--- src/sv/os_match_timer_assert.svh ---
// assertion macros for the os match timer
// used by the modules that carry concurrent checks; no other dependencies
`ifndef OS_MATCH_TIMER_ASSERT_SVH
`define OS_MATCH_TIMER_ASSERT_SVH

// consequent must hold in the same cycle
`define OMT_ASSERT_SAME(label, clk, rst, ante, cons) \
   label: assert property (@(posedge clk) disable iff (rst) (ante) |-> (cons)) \
      else $error("os match timer check failed");

// consequent must hold in the next cycle
`define OMT_ASSERT_NEXT(label, clk, rst, ante, cons) \
   label: assert property (@(posedge clk) disable iff (rst) (ante) |=> (cons)) \
      else $error("os match timer check failed");

`endif

--- src/sv/omt_pkg.sv ---
// shared types and constants of the os match timer
// no dependencies
`default_nettype none

package omt_pkg;

   localparam int DEF_NUM_MATCH  = 4;
   localparam int DEF_COUNT_BITS = 32;

   localparam int KIND_W = 2;
   localparam int IDX_W  = 3;
   localparam int DATA_W = 32;
   localparam int IRQ_W  = 4;

   localparam int REQ_FIELD_W = IDX_W + DATA_W;
   localparam int REQ_TDATA_W = ((REQ_FIELD_W + 7) / 8) * 8;
   localparam int RSP_FIELD_W = DATA_W + IRQ_W;
   localparam int RSP_TDATA_W = ((RSP_FIELD_W + 7) / 8) * 8;

   typedef enum logic [KIND_W-1:0] {
      KIND_TICK  = 2'd0,
      KIND_READ  = 2'd1,
      KIND_WRITE = 2'd2
   } kind_type;

   typedef struct packed {
      kind_type          kind;
      logic [IDX_W-1:0]  reg_index;
      logic [DATA_W-1:0] write_data;
   } req_type;

   typedef struct packed {
      logic [DATA_W-1:0] read_data;
      logic [IRQ_W-1:0]  irq_lines;
   } rsp_type;

endpackage

`default_nettype wire

--- src/sv/omt_in_reg.sv ---
// input register of the os match timer: holds one request transfer
// depends on omt_pkg
`default_nettype none

module omt_in_reg (
   input  wire logic                           clock,
   input  wire logic                           reset,
   input  wire logic                           req_tvalid,
   output logic                                req_tready,
   input  wire logic [omt_pkg::REQ_TDATA_W-1:0] req_tdata,  // reg_index, write_data, zero pad
   input  wire logic [omt_pkg::KIND_W-1:0]      req_tuser,  // kind
   input  wire logic                           advance,
   output logic                                fire,
   output omt_pkg::req_type                    req
);
   import omt_pkg::*;

   logic    valid_ff;
   logic    valid_in;
   req_type req_ff;
   logic    take;

   assign req_tready = !valid_ff || advance;
   assign take       = req_tvalid && req_tready;
   assign fire       = valid_ff && advance;
   assign valid_in   = take || (valid_ff && !advance);
   assign req        = req_ff;

   always_ff @(posedge clock) begin
      if (reset) begin
         valid_ff <= 1'b0;
      end else begin
         valid_ff <= valid_in;
      end
   end

   always_ff @(posedge clock) begin
      if (take) begin
         req_ff.kind       <= kind_type'(req_tuser);
         req_ff.reg_index  <= req_tdata[IDX_W-1:0];
         req_ff.write_data <= req_tdata[IDX_W+DATA_W-1:IDX_W];
      end
   end

endmodule

`default_nettype wire

--- src/sv/omt_core.sv ---
// timer state: counter, match registers, status and enable, with the per-item update
// depends on omt_pkg and os_match_timer_assert.svh
`default_nettype none

module omt_core #(
   parameter int NUM_MATCH  = omt_pkg::DEF_NUM_MATCH,
   parameter int COUNT_BITS = omt_pkg::DEF_COUNT_BITS
) (
   input  wire logic             clock,
   input  wire logic             reset,
   input  wire logic             fire,
   input  wire omt_pkg::req_type req,
   output omt_pkg::rsp_type      rsp
);
   import omt_pkg::*;
   `include "os_match_timer_assert.svh"

   localparam int IdxCounter = NUM_MATCH;
   localparam int IdxStatus  = NUM_MATCH + 1;
   localparam int IdxEnable  = NUM_MATCH + 2;

   logic [COUNT_BITS-1:0] cnt_ff;
   logic [COUNT_BITS-1:0] cnt_in;
   logic [COUNT_BITS-1:0] cnt_inc;
   logic [COUNT_BITS-1:0] match_ff [NUM_MATCH];
   logic [COUNT_BITS-1:0] match_in [NUM_MATCH];
   logic [NUM_MATCH-1:0]  status_ff;
   logic [NUM_MATCH-1:0]  status_in;
   logic [NUM_MATCH-1:0]  enable_ff;
   logic [NUM_MATCH-1:0]  enable_in;
   logic [DATA_W-1:0]     rd_data;
   int                    idx;

   assign cnt_inc = cnt_ff + 1'b1;
   assign idx     = int'(req.reg_index);

   always_comb begin
      cnt_in    = cnt_ff;
      match_in  = match_ff;
      status_in = status_ff;
      enable_in = enable_ff;
      rd_data   = '0;
      case (req.kind)
         KIND_TICK: begin
            cnt_in = cnt_inc;
            for (int i = 0; i < NUM_MATCH; i++) begin
               if (match_ff[i] == cnt_inc) begin
                  status_in[i] = 1'b1;
               end
            end
         end
         KIND_READ: begin
            for (int i = 0; i < NUM_MATCH; i++) begin
               if (idx == i) begin
                  rd_data = DATA_W'(match_ff[i]);
               end
            end
            if (idx == IdxCounter) begin
               rd_data = DATA_W'(cnt_ff);
            end
            if (idx == IdxStatus) begin
               rd_data = DATA_W'(status_ff);
            end
            if (idx == IdxEnable) begin
               rd_data = DATA_W'(enable_ff);
            end
         end
         KIND_WRITE: begin
            for (int i = 0; i < NUM_MATCH; i++) begin
               if (idx == i) begin
                  match_in[i] = COUNT_BITS'(req.write_data);
               end
            end
            if (idx == IdxCounter) begin
               cnt_in = COUNT_BITS'(req.write_data);
            end
            if (idx == IdxStatus) begin
               status_in = status_ff & ~NUM_MATCH'(req.write_data);
            end
            if (idx == IdxEnable) begin
               enable_in = NUM_MATCH'(req.write_data);
            end
         end
         default: begin
            rd_data = '0;
         end
      endcase
   end

   assign rsp.read_data = rd_data;
   assign rsp.irq_lines = IRQ_W'(status_in & enable_in);

   always_ff @(posedge clock) begin
      if (reset) begin
         cnt_ff    <= '0;
         status_ff <= '0;
         enable_ff <= '0;
         for (int i = 0; i < NUM_MATCH; i++) begin
            match_ff[i] <= '0;
         end
      end else if (fire) begin
         cnt_ff    <= cnt_in;
         status_ff <= status_in;
         enable_ff <= enable_in;
         match_ff  <= match_in;
      end
   end

   // counter only moves when a transfer is processed
   `OMT_ASSERT_NEXT(a_cnt_hold, clock, reset, !fire, $stable(cnt_ff))
   // a tick advances the counter by one, wrapping
   `OMT_ASSERT_NEXT(a_tick_inc, clock, reset, fire && req.kind == KIND_TICK, cnt_ff == $past(cnt_ff) + 1'b1)
   // status bits are only ever raised by a tick
   `OMT_ASSERT_NEXT(a_status_raise, clock, reset, !(fire && req.kind == KIND_TICK), (status_ff & ~$past(status_ff)) == '0)
   // only reads carry data
   `OMT_ASSERT_SAME(a_rd_zero, clock, reset, fire && req.kind != KIND_READ, rsp.read_data == '0)

endmodule

`default_nettype wire

--- src/sv/omt_out_reg.sv ---
// result register of the os match timer: holds one response transfer
// depends on omt_pkg
`default_nettype none

module omt_out_reg (
   input  wire logic                           clock,
   input  wire logic                           reset,
   input  wire logic                           fire,
   input  wire omt_pkg::rsp_type               rsp,
   output logic                                advance,
   output logic                                rsp_tvalid,
   input  wire logic                           rsp_tready,
   output logic [omt_pkg::RSP_TDATA_W-1:0]     rsp_tdata   // read_data, irq_lines, zero pad
);
   import omt_pkg::*;

   logic    valid_ff;
   logic    valid_in;
   rsp_type rsp_ff;

   assign advance    = !valid_ff || rsp_tready;
   assign valid_in   = fire || (valid_ff && !rsp_tready);
   assign rsp_tvalid = valid_ff;
   assign rsp_tdata  = RSP_TDATA_W'({rsp_ff.irq_lines, rsp_ff.read_data});

   always_ff @(posedge clock) begin
      if (reset) begin
         valid_ff <= 1'b0;
      end else begin
         valid_ff <= valid_in;
      end
   end

   always_ff @(posedge clock) begin
      if (fire) begin
         rsp_ff <= rsp;
      end
   end

endmodule

`default_nettype wire

--- src/sv/os_match_timer.sv ---
// Operating-system timer with a free-running counter and match registers. Each request
// transfer is a tick, a register read or a register write (kind in tuser) and yields exactly
// one response transfer carrying read data (zero unless a read) and the interrupt lines,
// status AND enable, as they stand after that request. One request is taken every clock
// cycle unless a stalled response holds it back; a request is held in the input register,
// updates the timer state as it moves on, and its response appears from the result register
// in the cycle after that. Throughput is set by the single update path from input to
// result register: one increment and NUM_MATCH equality compares per cycle.
// depends on omt_pkg, omt_in_reg, omt_core, omt_out_reg
`default_nettype none

module os_match_timer #(
   parameter int NUM_MATCH  = omt_pkg::DEF_NUM_MATCH,
   parameter int COUNT_BITS = omt_pkg::DEF_COUNT_BITS
) (
   input  wire logic                            clock,
   input  wire logic                            reset,
   input  wire logic                            req_tvalid,
   output logic                                 req_tready,
   input  wire logic [omt_pkg::REQ_TDATA_W-1:0] req_tdata,  // reg_index, write_data, zero pad
   input  wire logic [omt_pkg::KIND_W-1:0]      req_tuser,  // kind
   output logic                                 rsp_tvalid,
   input  wire logic                            rsp_tready,
   output logic [omt_pkg::RSP_TDATA_W-1:0]      rsp_tdata   // read_data, irq_lines, zero pad
);
   import omt_pkg::*;

   logic    advance;
   logic    fire;
   req_type req;
   rsp_type rsp;

   omt_in_reg u_in_reg (
      .clock      (clock),
      .reset      (reset),
      .req_tvalid (req_tvalid),
      .req_tready (req_tready),
      .req_tdata  (req_tdata),
      .req_tuser  (req_tuser),
      .advance    (advance),
      .fire       (fire),
      .req        (req)
   );

   omt_core #(
      .NUM_MATCH  (NUM_MATCH),
      .COUNT_BITS (COUNT_BITS)
   ) u_core (
      .clock (clock),
      .reset (reset),
      .fire  (fire),
      .req   (req),
      .rsp   (rsp)
   );

   omt_out_reg u_out_reg (
      .clock      (clock),
      .reset      (reset),
      .fire       (fire),
      .rsp        (rsp),
      .advance    (advance),
      .rsp_tvalid (rsp_tvalid),
      .rsp_tready (rsp_tready),
      .rsp_tdata  (rsp_tdata)
   );

endmodule

`default_nettype wire

--- config.mk ---
export PLATFORM = sky130hd
export DESIGN_NAME = os_match_timer
export DESIGN_NICKNAME = d
export VERILOG_FILES = /design/src/sv/omt_pkg.sv /design/src/sv/omt_in_reg.sv /design/src/sv/omt_core.sv /design/src/sv/omt_out_reg.sv /design/src/sv/os_match_timer.sv
export VERILOG_INCLUDE_DIRS = /design/src /design/src/sv
export SDC_FILE = /design/constraint.sdc
export NUM_CORES = 1
export LEC_CHECK = 0
export BUFFER_PORTS_ARGS = -buffer_cell sky130_fd_sc_hd__clkbuf_2
export CAP_MARGIN = 20
export CORE_ASPECT_RATIO = 0.75
export CORE_MARGIN = 1
export CORE_UTILIZATION = 40
export CTS_CLUSTER_SIZE = 30
export DETAILED_ROUTE_END_ITERATION = 7
export PLACE_DENSITY_LB_ADDON = 0.08
export SKIP_LAST_GASP = 1
export SLEW_MARGIN = 20
export SYNTH_ARGS = -nofsm -noshare
export SYNTH_HDL_FRONTEND = slang
export SYNTH_SLANG_ARGS = --single-unit
export TNS_END_PERCENT = 1
--- constraint.sdc ---
create_clock -name clock -period 10.65 [get_ports clock]
set_input_delay 0.5325 -clock clock [delete_from_list [all_inputs] [get_ports clock]]
set_output_delay 0.5325 -clock clock [all_outputs]
set_load 0.005 [all_outputs]
; Word-level counts from Yosys, hierarchy flattened
; Index checks and enable logic that the tools add are counted.
[classes]
n_addsub = 1
eq_ne = 13
n_mux = 17
bitwise = 4
n_reduce_logical = 21
[op_table]
columns = operator, n
row1 = $mux 32, 6
row2 = $eq 32x32->1, 4
row3 = $pmux 32 s2, 1
row4 = $add 32x1->32 const B, 1
row5 = $logic_not 32->1, 1
row6 = $mux 4, 5
row7 = $reduce_and 3->1, 5
row8 = $eq 3x3->1 const B, 4
row9 = $and 4x4->4, 2
row10 = $pmux 4 s2, 1
row11 = $eq 3x2->1 const B, 2
row12 = $logic_and 1x1->1, 4
row13 = $logic_not 1->1, 4
row14 = $logic_or 1x1->1, 4
row15 = $mux 1, 4
row16 = $not 4->4, 1
row17 = $reduce_or 3->1, 1
row18 = $eq 2x1->1 const B, 1
row19 = $eq 2x2->1 const B, 1
row20 = $logic_not 2->1, 1
row21 = $ne 2x1->1 const B, 1
row22 = $reduce_bool 2->1, 1
row23 = $not 1->1, 1
[word_totals]
reg_bits = 243
in_bits = 46
output_inout_bits = 42
wordCells = 71

; Longest topological paths before layout
[logic_depth]
depth_word = 8
mapped_depth = 11
mapped_depth_nobuf = 9

; Hierarchy
; From an unflattened synthesis, not the netlist that was laid out.
[unflattened]
hier_cells = 1840
hier_area_um2 = 14740.4
[modules_own_cells]
columns = module, instances, cells_per_inst, area_each_um2, seq_area_each_um2
row1 = omt_core, 1, 1752, 12405.6, 3363.2
row2 = omt_in_reg, 1, 43, 1173.6, 1131.1
row3 = omt_out_reg, 1, 45, 1161.1, 1101.1

; Worst setup path after synthesis
; Ideal clock, no wire load.
[synth_timing]
kind = reg2reg
startpoint = register u_core.cnt_ff[7]
endpoint = register u_core.status_ff[0]
setup_time_ps = 91
arrival_ps = 3590
required_time_ps = 10559
setup_slack_ps = 6968
path_stages_with_launch = 11
path_buffers = 2
synth_period_minus_slack_ps = 3682
path_cell_list = dfxtp_1 -> buf_2 -> nand4_1 -> buf_2 -> nor4_1 -> mux2i_1 -> nand2_1 -> a2111o_1 -> or4_1 -> or4_1 -> a311oi_1
[synth_between]
elab_chain_cells = 4
[synth_rtl]
columns = item, line_no
row1 = start: declaration, omt_core.sv:22  ; logic [COUNT_BITS-1:0] cnt_ff;
row2 = start signal: assignment, omt_core.sv:102  ; cnt_ff <= cnt_in;
row3 = $add 32x1->32, omt_core.sv:34  ; assign cnt_inc = cnt_ff + 1'b1;
row4 = $eq 32x32->1, omt_core.sv:47  ; if (match_ff[i] == cnt_inc) begin
row5 = $mux 1, omt_core.sv:47
row6 = $pmux 4 s2, omt_core.sv:43  ; case (req.kind)
row7 = end signal: assignment, omt_core.sv:103  ; status_ff <= status_in;
row8 = end: declaration, omt_core.sv:27  ; logic [NUM_MATCH-1:0] status_ff;
; No other way between the ends.
; A chain may end at the register's enable or synchronous reset.

; Worst setup path in the final report
[layout_timing]
startpoint = register u_core.cnt_ff[0]
endpoint = register u_core.status_ff[0]
; The elaborated chain is that of the path after synthesis.

==> flow_summary.ini <==
[setup_path]
cp.required_ns = 11.10
slowest_delay_ns = 0.80
cp_cell_sequence = ha_1 > nand3_1 > or4_1 > nor3_1 > xnor2_1 > o221ai_1 > or4_1 > or4_1 > a311oi_1
critical_path_class = reg -> reg
setup.reg_to_reg.worst_slack_ns = 5.54
startpoint_type = flop
rr_worst_depth = 9
end_kind = flop
cp_common_cell = or4_1
cp.arrival_ns = 5.55
slowest_stage = or4_1
cp_max_fo = 13

[yosys]
netlist_instances = 1611
yosys_register_bits = 243
ys_types = 66
synthesis.area_sq_um = 13900
synth_xor_area_share_pct = 10.5
yosysSeqAreaShare_pct = 40.3
async_flop_share_pct = 0
syn_area_per_cell_sq_um = 8.62
yosys.area_share.adder_pct = 0.0901
yosys.area_share.simple_pct = 20.6
yosys_most_used_dff = dfxtp_1
synth_top_family_by_area = simple AND/OR/NAND/NOR gates
yosys_warnings = 0
muxShareOfSynthArea_pct = 6.41
synth_compound_area_share_pct = 17.0
synth_edf_count = 73

[job]
cap_viol_max_count = 0

[final_layout]
area_growth_pct = 10.4
layout.nets = 1639
diodes = 0
layout-drive-gt1-share_pct = 11.6
fillers = 3381
final_cells = 2062
final_util_pct = 45.4
fin_area_sq_um = 15300

[power_and_ir_drop]
switching_share_pct = 24.2
ir_drop_v = 0.0000944
clockPowerShare_pct = 46.0
power.share.combinational_pct = 6.0
power.internal_w = 0.00158
power.density_nw_per_um2 = 136
seqPwrFrac_pct = 48.0
p_switching_w = 0.000503
leakage_nw = 4.94

[placed_design]
io_buffers = 78
dpl.hpwl_microns = 36000
numPlacedInstances = 2014
postPlaceCellArea_sq_um = 14500
globalplace.congestion = 0.998

[timing]
period_minus_slack_ns = 5.11
timing.fmax_mhz = 196
whs_ns = 0.145
worst_pin_slew_ns = 1.07
hold_viol = 0
grt_setup_unrepaired = false
maxSlewViolCount = 0
setup_violations = 0
finalSetupTns_ns = 0
min_period_over_period_pct = 47.9
skew_ns = 0.0270
relSlewSlack_pct = 28.0

[cts]
cts_tree = built
cts_resized = 0
path_clk_slew_ns = 0.06
cts_setup_buffers = 0
cts_root_buf = clkbuf_16
cts_buffers = 26
cts_max_path_buffers = 3
insertion_delay_ns = 0.56
h-tree-depth = 1
holdBufCountCts = 0
cts_sinks = 243

[grt]
grt_pass1_vias = 11500
antenna_found_initial = 2
grt_max_degree = 75
grt_pass1_wl_microns = 77700
grt-ovfl-total = 0
grt.total_usage_pct = 29.7

[routing]
vias_per_cell = 5.99
drt-initial-drc-count = 1377
wirelength_microns = 52300
drc = 0
drtPass1Iterations = 5
vias = 12400
postRouteAntennaNets = 0
wl_per_cell_microns = 25.4

[die]
initial_core_util_pct = 41.1
core-area_sq_um = 33800
dieArea_sq_um = 35500
std_cell_rows = 58
die_y_microns = 163
pin_count = 88
die_w_microns = 217

[worst_hold_path]
hold_depth = 1
hold_class = in -> reg

[outcome]
status = finished clean
[per-layer routing]
layer	up-vias	share of wire [%]	GRT usage (%)
met5	-	0.025	0
met4	2	2.5	7.52
met3	70	9.6	7.43
met2	523	40	40.6
met1	6027	48	45.6
li1	5736	-	-
[final timing paths]
| check | startpoint | to |
|---|---|---|
| min reg2reg | u_core.status_ff[3] | u_core.status_ff[3] |
| min | req_tdata[9] | u_in_reg.req[6] |
| max | u_core.cnt_ff[0] | u_core.status_ff[0] |
| max reg2reg | u_core.cnt_ff[0] | u_core.status_ff[0] |
[cell usage after synthesis, drive strengths merged, types with 6 or more instances]
cell / count / area (sq um)
mux2i: 17 / 170
o211ai: 8 / 60.1
inv: 28 / 105
a21oi: 178 / 891
and3: 17 / 106
a31oi: 7 / 43.8
a221oi: 16 / 140
and4: 9 / 78.8
a211oi: 19 / 143
o2111ai: 10 / 87.6
a22oi: 29 / 218
mux4: 32 / 721
xnor3: 19 / 428
nor2b: 8 / 50.1
clkbuf: 122 / 462
nor3: 27 / 135
buf: 26 / 133
or4: 10 / 75.1
edfxtp: 73 / 2190
nand3: 53 / 265
nand4: 30 / 203
nand2: 317 / 1190
and2: 11 / 68.8
o21ai: 61 / 305
nand2b: 12 / 75.1
nor4: 22 / 156
xor2: 30 / 263
nor2: 80 / 300
dfxtp: 170 / 3400
xnor2: 88 / 771
or3: 6 / 37.5
o32ai: 6 / 52.6
o22ai: 11 / 68.8
[cells in the final DEF, fill, tap and decap left out, types with 6 or more instances in the layout]
cell / netlist / final
nand2_1: 317 / 314
clkbuf_2: 3 / 77
xor2_1: 30 / 30
and2_1: 8 / 10
o22ai_1: 11 / 11
and3_1: 17 / 17
and4_1: 9 / 9
o21ai_0: 61 / 60
or3_1: 6 / 6
nand3_1: 53 / 53
nor4_1: 19 / 19
clkbuf_16: 0 / 27
o2111ai_1: 10 / 10
a22oi_1: 29 / 29
o211ai_1: 8 / 8
or4_1: 10 / 10
inv_1: 28 / 26
o32ai_1: 6 / 6
clkinv_2: 0 / 7
nor2_1: 80 / 79
a21oi_1: 178 / 178
dfxtp_1: 170 / 170
xnor2_1: 88 / 88
edfxtp_1: 73 / 73
a221oi_1: 16 / 16
a31oi_1: 7 / 7
nor2b_1: 8 / 8
xnor3_1: 19 / 19
nand4_1: 29 / 29
nand2b_1: 12 / 12
nor3_1: 27 / 26
mux4_2: 32 / 32
a211oi_1: 19 / 18
buf_4: 7 / 21
mux2i_1: 17 / 17
[worst max-delay path: cells and delay by family (launching register included)]
kind | cells | cell delay, ns
DFF | 1 | 0.68
adders and majority gates | 1 | 0.60
and+or+nand+nor | 5 | 3.05
xor gates and xnor gates | 1 | 0.22
AOI/OAI and AO/OA | 2 | 0.44
[logic make-up after synthesis]
| logic type | Yosys count |
|---|---|
| and+or+nand+nor | 617 |
| AOI/OAI and AO/OA | 385 |
| DFF | 243 |
| buffers and inverters | 178 |
| xor gates and xnor gates | 137 |
| muxes | 49 |
| adders and majority gates | 1 |
| other | 1 |
[flip-flops by register name (all words and copies together) (netlist names)]
| signal | count |
|---|---|
| u_core.cnt_ff | 32 |
| u_core.enable_ff | 4 |
| u_core.match_ff | 128 |
| u_core.status_ff | 4 |
| u_in_reg.req | 37 |
| u_in_reg.valid_ff | 1 |
| u_out_reg.rsp_tdata | 36 |
| u_out_reg.rsp_tvalid | 1 |
[per-stage QoR]
| step | power, W | setup WS (ns) |
|---|---|---|
| after global routing | 0.00215 | 5.33 |
| final | 0.00208 | 5.54 |
| after global placement | 0.00114 | 5.68 |
| after floorplan | 0.00109 | 6.97 |
| after detailed placement | 0.00114 | 5.60 |
| after CTS | 0.00210 | 5.58 |
[power groups by stage]
| stage | registers, W | clock network [W] | logic [W] |
|---|---|---|---|
| global route | 0.00100 | 0.00101 | 0.000134 |
| CTS | 0.000998 | 0.000974 | 0.000125 |
| finish | 0.000999 | 0.000958 | 0.000126 |
| floorplan | 0.00100 | 0 | 0.0000819 |
| global placement | 0.00102 | 0 | 0.000124 |
| detailed placement | 0.00102 | 0 | 0.000124 |
[final cells by class]
type | instances | area [sq um] | share of cell area [%]
clock buffer | 36 | 749 | 4.89
multi-input combinational | 1193 | 7640 | 49.8
clock inverter | 12 | 140 | 0.914
tap | 450 | 563 | 3.67
sequential | 243 | 5600 | 36.5
timing repair buffer | 98 | 543 | 3.54
inverter | 30 | 113 | 0.734
No activity file was read; power rests on OpenSTA's default activity.
